File: src/trfp_pkg.sv
// Shared types, codes and character helpers for the text record frame parser.
`timescale 1ns / 1ps
`default_nettype none

package trfp_pkg;

    localparam int RX_W       = 8;
    localparam int EVENT_W    = 4;
    localparam int RECIDX_W   = 5;
    localparam int TAG_LEN    = 8;

    localparam logic [RX_W-1:0] CH_COLON = 8'h3A;
    localparam logic [RX_W-1:0] CH_TAB   = 8'h09;
    localparam logic [RX_W-1:0] CH_LF    = 8'h0A;
    localparam logic [RX_W-1:0] CH_CR    = 8'h0D;

    typedef enum logic [EVENT_W-1:0] {
        EV_NONE          = 4'd0,
        EV_NAME_CHAR     = 4'd1,
        EV_VALUE_CHAR    = 4'd2,
        EV_NAME_END      = 4'd3,
        EV_NAME_TRUNC    = 4'd4,
        EV_CHECKSUM_TAG  = 4'd5,
        EV_RECORD        = 4'd6,
        EV_VALUE_LONG    = 4'd7,
        EV_FRAME_FULL    = 4'd8,
        EV_FRAME_VALID   = 4'd9,
        EV_FRAME_INVALID = 4'd10,
        EV_HEX_BEGIN     = 4'd11,
        EV_HEX_END       = 4'd12
    } event_t;

    typedef enum logic [5:0] {
        M_IDLE   = 6'b000001,
        M_BEGIN  = 6'b000010,
        M_NAME   = 6'b000100,
        M_VALUE  = 6'b001000,
        M_CKBYTE = 6'b010000,
        M_HEX    = 6'b100000
    } mode_t;

    typedef struct packed {
        event_t                ev;
        logic [RX_W-1:0]       ch;
        logic [RECIDX_W-1:0]   idx;
        logic                  mid;
    } result_t;

    function automatic logic [RX_W-1:0] upcase(input logic [RX_W-1:0] c);
        logic [RX_W-1:0] r;
        r = c;
        if (c >= 8'h61 && c <= 8'h7A)
        begin
            r = c - 8'd32;
        end
        return r;
    endfunction

    function automatic logic [RX_W-1:0] tag_char(input logic [2:0] i);
        logic [RX_W-1:0] r;
        unique case (i)
            3'd0: r = 8'h43; // C
            3'd1: r = 8'h48; // H
            3'd2: r = 8'h45; // E
            3'd3: r = 8'h43; // C
            3'd4: r = 8'h4B; // K
            3'd5: r = 8'h53; // S
            3'd6: r = 8'h55; // U
            3'd7: r = 8'h4D; // M
            default: r = 8'h00;
        endcase
        return r;
    endfunction

endpackage

`default_nettype wire

File: src/trfp_core.sv
// Next-state and event logic for one received byte.
`timescale 1ns / 1ps
`default_nettype none

module trfp_core
    import trfp_pkg::*;
#(
    parameter int NAME_MAX_LEN  = 9,
    parameter int VALUE_MAX_LEN = 33,
    parameter int FRAME_RECORDS = 22,
    localparam int NW = $clog2(NAME_MAX_LEN + 1),
    localparam int VW = $clog2(VALUE_MAX_LEN + 1),
    localparam int RW = $clog2(FRAME_RECORDS + 1)
)
(
    input  wire logic            enable,
    input  wire logic [RX_W-1:0] raw,
    input  wire mode_t           mode,
    input  wire logic [7:0]      sum,
    input  wire logic [NW-1:0]   name_len,
    input  wire logic [VW-1:0]   value_len,
    input  wire logic            tag,
    input  wire logic [RW-1:0]   recs,
    output mode_t                mode_next,
    output logic [7:0]           sum_next,
    output logic [NW-1:0]        name_len_next,
    output logic [VW-1:0]        value_len_next,
    output logic                 tag_next,
    output logic [RW-1:0]        recs_next,
    output result_t              res
);

    mode_t           mode_eff;
    logic [RX_W-1:0] c;

    always_comb
    begin
        mode_eff       = mode;
        mode_next      = mode;
        sum_next       = sum;
        name_len_next  = name_len;
        value_len_next = value_len;
        tag_next       = tag;
        recs_next      = recs;
        res            = '0;
        c              = upcase(raw);

        if (enable)
        begin
            // A colon starts a hex message anywhere except as the checksum byte or inside a hex message.
            if (raw == CH_COLON && mode != M_CKBYTE)
            begin
                if (mode != M_HEX)
                begin
                    res.ev  = EV_HEX_BEGIN;
                    res.mid = (recs != '0) || (mode != M_IDLE);
                end
                mode_eff = M_HEX;
            end
            if (mode_eff != M_HEX)
            begin
                sum_next = sum + raw;
            end
            mode_next = mode_eff;

            unique case (mode_eff)
                M_IDLE:
                begin
                    if (c == CH_LF)
                    begin
                        mode_next = M_BEGIN;
                    end
                end
                M_BEGIN:
                begin
                    name_len_next = NW'(1);
                    tag_next      = (c == tag_char(3'd0));
                    res.ev        = EV_NAME_CHAR;
                    res.ch        = c;
                    mode_next     = M_NAME;
                end
                M_NAME:
                begin
                    if (c == CH_TAB)
                    begin
                        if (name_len < NW'(NAME_MAX_LEN) && tag && name_len == NW'(TAG_LEN))
                        begin
                            res.ev    = EV_CHECKSUM_TAG;
                            mode_next = M_CKBYTE;
                        end
                        else
                        begin
                            res.ev = (name_len < NW'(NAME_MAX_LEN)) ? EV_NAME_END
                                                                    : EV_NAME_TRUNC;
                            value_len_next = '0;
                            mode_next      = M_VALUE;
                        end
                    end
                    else if (name_len < NW'(NAME_MAX_LEN))
                    begin
                        if (!(name_len < NW'(TAG_LEN) && c == tag_char(name_len[2:0])))
                        begin
                            tag_next = 1'b0;
                        end
                        name_len_next = name_len + NW'(1);
                        res.ev        = EV_NAME_CHAR;
                        res.ch        = c;
                    end
                end
                M_VALUE:
                begin
                    if (c == CH_LF)
                    begin
                        if (value_len >= VW'(VALUE_MAX_LEN))
                        begin
                            res.ev = EV_VALUE_LONG;
                        end
                        else if (recs < RW'(FRAME_RECORDS))
                        begin
                            res.ev    = EV_RECORD;
                            res.idx   = RECIDX_W'(recs);
                            recs_next = recs + RW'(1);
                        end
                        else
                        begin
                            res.ev = EV_FRAME_FULL;
                        end
                        mode_next = M_BEGIN;
                    end
                    else if (c != CH_CR && value_len < VW'(VALUE_MAX_LEN))
                    begin
                        value_len_next = value_len + VW'(1);
                        res.ev         = EV_VALUE_CHAR;
                        res.ch         = c;
                    end
                end
                M_CKBYTE:
                begin
                    res.ev    = (sum_next == 8'd0) ? EV_FRAME_VALID : EV_FRAME_INVALID;
                    sum_next  = 8'd0;
                    recs_next = '0;
                    mode_next = M_IDLE;
                end
                M_HEX:
                begin
                    if (c == CH_LF)
                    begin
                        res.ev    = EV_HEX_END;
                        sum_next  = 8'd0;
                        recs_next = '0;
                        mode_next = M_IDLE;
                    end
                end
                default:
                begin
                    mode_next = M_IDLE;
                end
            endcase
        end
    end

endmodule

`default_nettype wire

File: src/trfp_outbuf.sv
// Two-entry result buffer: output register plus skid register.
`timescale 1ns / 1ps
`default_nettype none

module trfp_outbuf
    import trfp_pkg::*;
(
    input  wire logic    clk,
    input  wire logic    rst_n,
    input  wire logic    push,
    input  wire result_t push_data,
    output logic         full,
    output logic         out_valid,
    input  wire logic    out_stall,
    output result_t      out_data
);

    logic    out_valid_reg;
    logic    out_valid_next;
    logic    skid_valid_reg;
    logic    skid_valid_next;
    result_t out_data_reg;
    result_t out_data_next;
    result_t skid_data_reg;
    result_t skid_data_next;
    logic    take;

    assign take = out_valid_reg && !out_stall;

    always_comb
    begin
        out_valid_next  = out_valid_reg;
        skid_valid_next = skid_valid_reg;
        out_data_next   = out_data_reg;
        skid_data_next  = skid_data_reg;
        if (skid_valid_reg)
        begin
            // No request is taken while the skid register holds a result.
            if (take)
            begin
                out_data_next   = skid_data_reg;
                skid_valid_next = 1'b0;
            end
        end
        else if (push)
        begin
            if (!out_valid_reg || take)
            begin
                out_data_next  = push_data;
                out_valid_next = 1'b1;
            end
            else
            begin
                skid_data_next  = push_data;
                skid_valid_next = 1'b1;
            end
        end
        else if (take)
        begin
            out_valid_next = 1'b0;
        end
    end

    always_ff @(posedge clk or negedge rst_n)
    begin
        if (!rst_n)
        begin
            out_valid_reg  <= 1'b0;
            skid_valid_reg <= 1'b0;
        end
        else
        begin
            out_valid_reg  <= out_valid_next;
            skid_valid_reg <= skid_valid_next;
        end
    end

    always_ff @(posedge clk)
    begin
        out_data_reg  <= out_data_next;
        skid_data_reg <= skid_data_next;
    end

    assign full      = skid_valid_reg;
    assign out_valid = out_valid_reg;
    assign out_data  = out_data_reg;

endmodule

`default_nettype wire

File: src/text_record_frame_parser.sv
// Text record frame parser top level: parser state, enable register and result buffer.
// An accepted byte's event is registered in the output register, or in the skid register while the output stalls.
// Throughput: one byte per cycle while in_stall is low; the parser state updates on every accepted byte.
// A two-entry result buffer lets one more byte in while a result is stalled.
// Reset: asynchronous, active low; parser idle, sums and counts zero,
// enable register set, result buffer empty.
`timescale 1ns / 1ps
`default_nettype none

module text_record_frame_parser
    import trfp_pkg::*;
#(
    parameter int NAME_MAX_LEN  = 9,
    parameter int VALUE_MAX_LEN = 33,
    parameter int FRAME_RECORDS = 22
)
(
    input  wire logic                clk,
    input  wire logic                rst_n,
    input  wire logic                cfg_write,
    input  wire logic                cfg_data,
    input  wire logic                in_valid,
    output logic                     in_stall,
    input  wire logic [RX_W-1:0]     rx_byte,
    output logic                     out_valid,
    input  wire logic                out_stall,
    output logic [EVENT_W-1:0]       event_res,
    output logic [RX_W-1:0]          char_out,
    output logic [RECIDX_W-1:0]      record_index,
    output logic                     hex_mid_frame
);

    localparam int NW = $clog2(NAME_MAX_LEN + 1);
    localparam int VW = $clog2(VALUE_MAX_LEN + 1);
    localparam int RW = $clog2(FRAME_RECORDS + 1);

    logic          enable_reg;
    mode_t         mode_reg;
    mode_t         mode_next;
    logic [7:0]    sum_reg;
    logic [7:0]    sum_next;
    logic [NW-1:0] name_len_reg;
    logic [NW-1:0] name_len_next;
    logic [VW-1:0] value_len_reg;
    logic [VW-1:0] value_len_next;
    logic          tag_reg;
    logic          tag_next;
    logic [RW-1:0] recs_reg;
    logic [RW-1:0] recs_next;
    result_t       step_res;
    result_t       out_res;
    logic          accept;
    logic          buf_full;

    assign in_stall = buf_full;
    assign accept   = in_valid && !buf_full;

    trfp_core #(
        .NAME_MAX_LEN  (NAME_MAX_LEN),
        .VALUE_MAX_LEN (VALUE_MAX_LEN),
        .FRAME_RECORDS (FRAME_RECORDS)
    ) u_core (
        .enable         (enable_reg),
        .raw            (rx_byte),
        .mode           (mode_reg),
        .sum            (sum_reg),
        .name_len       (name_len_reg),
        .value_len      (value_len_reg),
        .tag            (tag_reg),
        .recs           (recs_reg),
        .mode_next      (mode_next),
        .sum_next       (sum_next),
        .name_len_next  (name_len_next),
        .value_len_next (value_len_next),
        .tag_next       (tag_next),
        .recs_next      (recs_next),
        .res            (step_res)
    );

    always_ff @(posedge clk or negedge rst_n)
    begin
        if (!rst_n)
        begin
            enable_reg    <= 1'b1;
            mode_reg      <= M_IDLE;
            sum_reg       <= '0;
            name_len_reg  <= '0;
            value_len_reg <= '0;
            tag_reg       <= 1'b0;
            recs_reg      <= '0;
        end
        else
        begin
            if (cfg_write)
            begin
                enable_reg <= cfg_data;
            end
            if (accept)
            begin
                mode_reg      <= mode_next;
                sum_reg       <= sum_next;
                name_len_reg  <= name_len_next;
                value_len_reg <= value_len_next;
                tag_reg       <= tag_next;
                recs_reg      <= recs_next;
            end
        end
    end

    trfp_outbuf u_outbuf (
        .clk       (clk),
        .rst_n     (rst_n),
        .push      (accept),
        .push_data (step_res),
        .full      (buf_full),
        .out_valid (out_valid),
        .out_stall (out_stall),
        .out_data  (out_res)
    );

    assign event_res     = out_res.ev;
    assign char_out      = out_res.ch;
    assign record_index  = out_res.idx;
    assign hex_mid_frame = out_res.mid;

    // The skid register is only ever filled behind a waiting output register.
    assert property (@(posedge clk) disable iff (!rst_n) in_stall |-> out_valid)
        else $error("skid register holds a result while the output is empty");

    assert property (@(posedge clk) disable iff (!rst_n) recs_reg <= RW'(FRAME_RECORDS))
        else $error("record count exceeds the frame limit");

    assert property (@(posedge clk) disable iff (!rst_n) name_len_reg <= NW'(NAME_MAX_LEN))
        else $error("name length exceeds its limit");

    assert property (@(posedge clk) disable iff (!rst_n)
        (out_valid && event_res == EV_RECORD) |-> (record_index < RECIDX_W'(FRAME_RECORDS)))
        else $error("record index out of range");

endmodule

`default_nettype wire

File: config.mk
export PLATFORM = sky130hd
export DESIGN_NAME = text_record_frame_parser
export DESIGN_NICKNAME = d
export VERILOG_FILES = /design/src/trfp_pkg.sv /design/src/trfp_core.sv /design/src/trfp_outbuf.sv /design/src/text_record_frame_parser.sv
export SDC_FILE = /design/constraint.sdc
export NUM_CORES = 1
export LEC_CHECK = 0
export BUFFER_PORTS_ARGS = -buffer_cell sky130_fd_sc_hd__clkbuf_2
export CORE_MARGIN = 1.5
export CORE_UTILIZATION = 55
export DETAILED_ROUTE_END_ITERATION = 12
export HOLD_SLACK_MARGIN = 0.1
export PLACE_DENSITY = 0.77
export SLEW_MARGIN = 5
export SYNTH_ARGS = -nofsm -noshare
export SYNTH_HDL_FRONTEND = slang
export SYNTH_SLANG_ARGS = --single-unit
File: constraint.sdc
create_clock -name clk -period 2.6 [get_ports clk]
set_input_delay 0.39 -clock clk [delete_from_list [all_inputs] [get_ports clk]]
set_output_delay 0.39 -clock clk [all_outputs]
set_load 0.02 [all_outputs]
# After elaboration in Yosys (flattened, before gate mapping)
# Memory sizes are Yosys's and may differ from the RTL's.
# Cells that the tools add are included.
[op_classes] reduce_logical=30 bitwise=2 add_sub_neg=5 n_mux=67 eq_ne=30 n_lt_le_gt_ge=7
[ops] op="18-bit two-way mux" count=5
[ops] op="8-bit two-way mux" count=10
[ops] op="6-bit two-way mux" count=9
[ops] op="5-bit two-way mux" count=9
[ops] op="4-bit two-way mux" count=10
[ops] op="12-bit two-way mux" count=2
[ops] op="6-bit case mux with 4 select lines" count=1
[ops] op="8-bit case mux with 3 select lines" count=1
[ops] op="4-bit case mux with 5 select lines" count=1
[ops] op="8-bit by 4-bit equality test with 1-bit output, second input constant" count=2
[ops] op="8-bit case mux with 2 select lines" count=1
[ops] op="5-bit case mux with 3 select lines" count=1
[ops] op="2-bit by 1-bit inequality test with 1-bit output, second input constant" count=7
[ops] op="7-bit AND reduction" count=2
[ops] op="1-bit two-way mux" count=12
[ops] op="2-bit inequality test, second input constant" count=6
[ops] op="6-bit inequality test, second input constant" count=2
[ops] op="6-bit case mux with 2 select lines" count=1
[ops] op="2-bit nonzero test" count=5
[ops] op="3-bit AND reduction" count=3
[ops] op="8-bit adder" count=1
[ops] op="8-bit by 6-bit equality test with 1-bit output, second input constant" count=1
[ops] op="8-bit by 7-bit equality test with 1-bit output, second input constant" count=1
[ops] op="8-bit equality test" count=1
[ops] op="other kinds (35)" count=47
[totals] regBits=69 romBits=40 elab_cells=159 output_inout_bits=20 in_bits=14 mem_count=1
[mem_list] name="(no name shown)" depth=8 word_bits=5 read_ports=1 rd_ports_with_merged_regs=0 wr=0 line="trfp_pkg.sv:61" text="unique case (i)"

# Longest topological paths before layout
[depth] ltp_word=14 mapped_depth=9 depth_no_buf=9

# Modules after synthesis
# A second synthesis with hierarchy kept.
[hier_totals] cells_unflattened=432 hier_area_um2=4659.5
[by_module_without_submodules] mod="trfp_core" area_each_um2=2005.7 cells_each=298 n_inst=1 seq_area_each_um2=0.0
[by_module_without_submodules] mod="trfp_outbuf" area_each_um2=1470.2 cells_each=68 n_inst=1 seq_area_each_um2=1131.1
[by_module_without_submodules] mod="text_record_frame_parser" area_each_um2=1183.6 cells_each=66 n_inst=1 seq_area_each_um2=778.2

# Least setup slack after synthesis
# No wires, ideal clock.
[synth_path] path_type="register to register" startpoint="register u_outbuf.skid_valid_reg (netlist: u_outbuf.full)" endpoint="register u_outbuf.out_data_reg (netlist bit u_outbuf.out_data[0]), enable pin" n_path_buf=2 t_arrival_ns=2.452 synth_period_minus_slack_ns=2.872 path_stages_with_launch=5 setup_slack_ns=-0.272 required_ns=2.179 path_cell_list="dfrtp_1 -> clkbuf_1 -> clkbuf_1 -> nand2_1 -> a21boi_0"
[synth_via] elab_chain_len=4 word_cells_on_any_way=6
[synth_rtl] item="start, declared" line="trfp_outbuf.sv:20" text="logic skid_valid_reg;"
[synth_rtl] item="start signal, assigned" line="trfp_outbuf.sv:74" text="skid_valid_reg <= skid_valid_next;"
[synth_rtl] item="1-bit logical NOT" line="text_record_frame_parser.sv:56" text="assign accept = in_valid && !buf_full;"
[synth_rtl] item="1-bit logical AND" line="text_record_frame_parser.sv:56"
[synth_rtl] item="2-bit nonzero test (no source line)"
[synth_rtl] item="3-bit AND reduction (no source line) (*)"
[synth_rtl] item="end signal, assigned" line="trfp_outbuf.sv:80" text="out_data_reg <= out_data_next;"
[synth_rtl] item="end, declared" line="trfp_outbuf.sv:22" text="result_t out_data_reg;"
# Mark *: on every way between the ends. The rest lies on a longest branch, timed or not.
# A chain may end at the register's enable or synchronous reset.

==> results_tabular.tex <==
\begin{tabular}{lr}
\hline
Metric & Value \\
\hline
\multicolumn{2}{l}{\textbf{Worst setup path}} \\
\quad Required time of the worst setup path & around 2.7 ns \\
\quad Critical R2R Capture & u\_outbuf.out\_data[15]\$\_DFFE\_PP\_ \\
\quad Setup crit end & u\_outbuf.out\_data[15]\$\_DFFE\_PP\_ \\
\quad Highest fanout seen on the critical path & 2 \\
\quad Startpoint type of the worst setup path & flip-flop \\
\quad Crit path arrival time & 2.81 ns \\
\quad Critical path type & reg2reg \\
\quad Slack of the worst reg-to-reg path & -0.10 ns \\
\quad Start point of the critical path & sum\_reg[0]\$\_DFFE\_PN0P\_ \\
\quad Worst r2r path cells & 10 \\
\quad Endpoint class of the critical path & flip-flop \\
\quad Startpoint of the most critical register-to-register path & sum\_reg[0]\$\_DFFE\_PN0P\_ \\
\multicolumn{2}{l}{\textbf{Synthesis}} \\
\quad Mapped Avg Cell Area & 9.65 um\^{}2 \\
\quad Synth top area cells & sky130\_fd\_sc\_hd\_\_edfxtp\_1 25\%, sky130\_fd\_sc\_hd\_\_dfrtp\_1 18\%, sky130\_fd\_sc\_hd\_\_ha\_1 5.0\% \\
\quad Count of flip-flops with a built-in enable after synthesis & 36 \\
\quad Yosys reg bits & 69 \\
\quad Fraction of post-synthesis cell area in the top cell type by area & 0.252 \\
\quad Post-synthesis async set-or-reset flop share & 0.478 \\
\quad Distinct cell type count after synthesis & 68 \\
\quad Post-Synthesis Cells & 444 \\
\quad Main flop type after synthesis & sky130\_fd\_sc\_hd\_\_edfxtp\_1 \\
\quad Share of the yosys chip area belonging to registers & 0.446 \\
\quad Largest area contributor in the synthesized netlist & sky130\_fd\_sc\_hd\_\_edfxtp\_1 \\
\quad Yosys Warn Count & 0 \\
\quad Net Count, Synth & 476 \\
\quad Post-synthesis cell area & 4280 um\^{}2 \\
\multicolumn{2}{l}{\textbf{Power and ir drop}} \\
\quad IR Drop Worst-Case VDD & 0.000577 V \\
\quad Static leakage & about 0.0023 uW \\
\quad Switch Pwr & 1770 uW \\
\quad Switching share of power & 0.382 \\
\quad Relative contribution of the clock network to total power & 0.193 \\
\quad Sequential group share of total power & 0.355 \\
\quad Share of total power in combinational logic & 0.452 \\
\quad Internal Power & roughly 2900 uW \\
\quad Power Density & roughly 850 nW/um\^{}2 \\
\multicolumn{2}{l}{\textbf{Outcome}} \\
\quad Status & finished with violations \\
\quad Violated checks & negative setup slack \\
\multicolumn{2}{l}{\textbf{Clocking}} \\
\quad Maximum level of the CTS H-tree & 3 \\
\quad Clock tree from TritonCTS & done \\
\quad Root buffer cell & sky130\_fd\_sc\_hd\_\_clkbuf\_8 \\
\quad Sinks on Clock Net & around 70 \\
\quad Maximum clock path buffer count & 2 \\
\quad Clock transition at the registers of the reported paths & 0.09 ns \\
\quad Inserted Clock Buffers & 9 \\
\quad Skew-Pair Late Insertion Delay & 0.36 ns \\
\multicolumn{2}{l}{\textbf{Timing}} \\
\quad Worst hold margin & 0.149 ns \\
\quad Unrepaired setup endpoints after global routing & yes \\
\quad Setup slack of the critical path after layout & -0.104 ns \\
\quad Upper clock frequency limit & around 370 MHz \\
\quad Final period utilization & 1.04 \\
\quad Slew at the pin with the worst max-slew slack & slightly above 0.9 ns \\
\quad Final hold vios & 0 \\
\quad Tightest slew margin relative to the limit & 0.392 \\
\quad Fin Clk Skew & between 0.015 and 0.02 ns \\
\quad Min Clock Period, post-route & approximately 2.7 ns \\
\quad Count of final setup violators & 3 \\
\quad Count of final max-slew check failures & 0 \\
\multicolumn{2}{l}{\textbf{Final layout}} \\
\quad Leading cell type in the layout, fill and taps excluded & sky130\_fd\_sc\_hd\_\_buf\_4 \\
\quad Ratio of cells with drive above 1 in the final layout & 0.317 \\
\quad Number of nets in the layout & 588 \\
\quad Finished Cell Area & 5430 um\^{}2 \\
\quad Commonest non-fill, non-tap cells in the layout & 86 x sky130\_fd\_sc\_hd\_\_buf\_4, 46 x sky130\_fd\_sc\_hd\_\_nand2\_1, 36 x sky130\_fd\_sc\_hd\_\_edfxtp\_1 \\
\quad Antenna diode count & 0 \\
\quad Count of fill cells added during filler insertion & 561 \\
\quad Area overhead of the layout relative to synthesis & 26.8\% \\
\multicolumn{2}{l}{\textbf{Floorplan}} \\
\quad Cell Rows & 31 \\
\quad Height of the chip & approximately 91 um \\
\quad Total die area & between 8000 and 9000 um\^{}2 \\
\quad Top-level port count & 34 \\
\quad Width of the die & 91.2 um \\
\quad Area of the core & around 7400 um\^{}2 \\
\quad Initial standard-cell utilization of the core & 0.578 \\
\multicolumn{2}{l}{\textbf{Worst hold path}} \\
\quad Worst min-delay path category & in2async \\
\multicolumn{2}{l}{\textbf{Detailed routing}} \\
\quad Total via count in the routed design & 4036 \\
\quad Length of the first detailed-routing pass in iterations & 6 \\
\quad WL final & 11.4 mm \\
\quad Routed Antenna Nets & 0 \\
\quad Vias per inst & 6.12 \\
\quad Post-detailed-route wirelength per cell & $\sim$17 um \\
\quad Number of design rule violations left after detail routing & 0 \\
\quad Detailed router's first-iteration violation count & 383 \\
\multicolumn{2}{l}{\textbf{Global routing}} \\
\quad Global-route wire length before repair & 18.7 mm \\
\quad Vias in the first global route & 4023 \\
\quad GRT Resource Usage Total & 0.283 \\
\quad Overall overflow remaining after global route & 0 \\
\quad Pin count of the biggest net entering global routing & 34 \\
\quad Number of antenna violations at the first check in global routing & 0 \\
\multicolumn{2}{l}{\textbf{Job}} \\
\quad Max-cap violation count & 0 \\
\multicolumn{2}{l}{\textbf{Placed design}} \\
\quad Instance area after placement & around 5100 um\^{}2 \\
\quad Detailed placer's ending HPWL & 8.43 mm \\
\quad DP Worst Slack & -0.366 ns \\
\quad Last weighted congestion value of the routability-driven placer & 0.931 \\
\quad Number of port buffers & 33 \\
\hline
\end{tabular}
## metal layers
| layer | vias to the layer above | part of all wire | track usage |
|---|---|---|---|
| met1 | 1892 | 0.41 | 0.348 |
| met4 | 0 | 0.036 | 0.138 |
| met2 | 218 | 0.48 | 0.473 |
| met5 | - | 0 | 0 |
| met3 | 45 | 0.075 | 0.0578 |
| li1 | 1881 | - | - |
## cells in the mapped netlist (all sizes together) (2+ instances only)
| master | n |
|---|---|
| a21boi | 2 |
| a21o | 2 |
| a21oi | 20 |
| a22o | 7 |
| a2bb2oi | 2 |
| a31o | 2 |
| a31oi | 4 |
| a41oi | 4 |
| and2 | 8 |
| and3 | 4 |
| and4 | 2 |
| buf | 3 |
| clkbuf | 15 |
| dfrtp | 31 |
| dfstp | 2 |
| edfxtp | 36 |
| ha | 17 |
| inv | 19 |
| mux2 | 6 |
| nand2 | 46 |
| nand2b | 9 |
| nand3 | 16 |
| nand3b | 4 |
| nand4 | 6 |
| nor2 | 37 |
| nor2b | 4 |
| nor3 | 15 |
| nor4 | 6 |
| nor4b | 2 |
| nor4bb | 2 |
| o2111a | 2 |
| o211ai | 6 |
| o21a | 4 |
| o21ai | 38 |
| o221ai | 2 |
| o22a | 3 |
| o22ai | 6 |
| o31ai | 8 |
| or2 | 4 |
| or3 | 4 |
| or4 | 4 |
| or4bb | 2 |
| xnor2 | 3 |
| xor2 | 9 |
## repair_timing
| action | in CTS | in global routing |
|---|---|---|
| gates resized for setup | 5 | 11 |
| buffers inserted | 2 | 4 |
| pin swaps | 8 | 5 |
| endpoints found under the setup margin | 5 | 18 |
| hold buffers | 0 | 0 |
## critical path, stage by stage, from the launching register on
cell	delay [ns]
sky130_fd_sc_hd__dfrtp_1	0.40
sky130_fd_sc_hd__ha_2	0.19
sky130_fd_sc_hd__fa_2	0.35
sky130_fd_sc_hd__a21o_1	0.19
sky130_fd_sc_hd__a21oi_1	0.19
sky130_fd_sc_hd__xor2_1	0.22
sky130_fd_sc_hd__and4_1	0.29
sky130_fd_sc_hd__a41oi_2	0.16
sky130_fd_sc_hd__a311oi_2	0.25
sky130_fd_sc_hd__buf_4	0.17
sky130_fd_sc_hd__o21ai_2	0.05
## power by group through the flow
| stage | sequential [uW] | clock (uW) | combinational [uW] |
|---|---|---|---|
| 2_1_floorplan | 1790 | 0 | 1070 |
| 3_3_place_gp | 1650 | 0 | 1880 |
| 3_5_place_dp | 1670 | 0 | 1950 |
| 4_1_cts | 1650 | 898 | 2000 |
| 5_1_grt | 1670 | 939 | 2300 |
| 6_report | 1650 | 894 | 2090 |
## logic make-up (layout without fill, tap and decap cells)
group | Yosys count | after routing | share of synthesized area
buffers and inverters | 37 | 154 | 0.0348
AOI/OAI and AO/OA | 123 | 123 | 0.201
muxes | 6 | 6 | 0.0158
xor gates and xnor gates | 12 | 12 | 0.0245
adders and majority gates | 18 | 18 | 0.0543
and+or+nand+nor | 179 | 179 | 0.223
DFF | 69 | 69 | 0.446
## through the flow
stage | setup TNS (ns) | total power, uW | cells | util
floorplan | -0.0492 | 2870 | 444 | -
global placement | -4.80 | 3530 | 639 | 0.693
detailed placement | -7.82 | 3620 | 639 | 0.693
CTS | -0.102 | 4540 | 656 | 0.723
global route | -0.466 | 4910 | 660 | 0.733
finish | -0.193 | 4640 | 660 | 0.733
## worst min path at each step
stage	startpoint	end	slack [ns]	cells after the start
global route	rst_n	name_len_reg[1]$_DFFE_PN0P_	0.23	1
detailed placement	sum_reg[3]$_DFFE_PN0P_	sum_reg[3]$_DFFE_PN0P_	0.50	2
finish	rst_n	name_len_reg[1]$_DFFE_PN0P_	0.15	1
floorplan	rst_n	mode_reg[1]$_DFFE_PN0P_	0.09	0
global placement	sum_reg[3]$_DFFE_PN0P_	sum_reg[3]$_DFFE_PN0P_	0.48	2
CTS	rst_n	name_len_reg[1]$_DFFE_PN0P_	0.19	1
## final cells by class
type	instances	area (um^2)	share of cell area
clock inverter	7	73.8	0.0136
clock buffer	9	124	0.0228
timing repair buffer	119	811	0.149
inverter	19	71.3	0.0131
multi-input combinational	338	2320	0.427
sequential	69	1910	0.352
tap	99	124	0.0228
(Power assumes the default switching activity.)
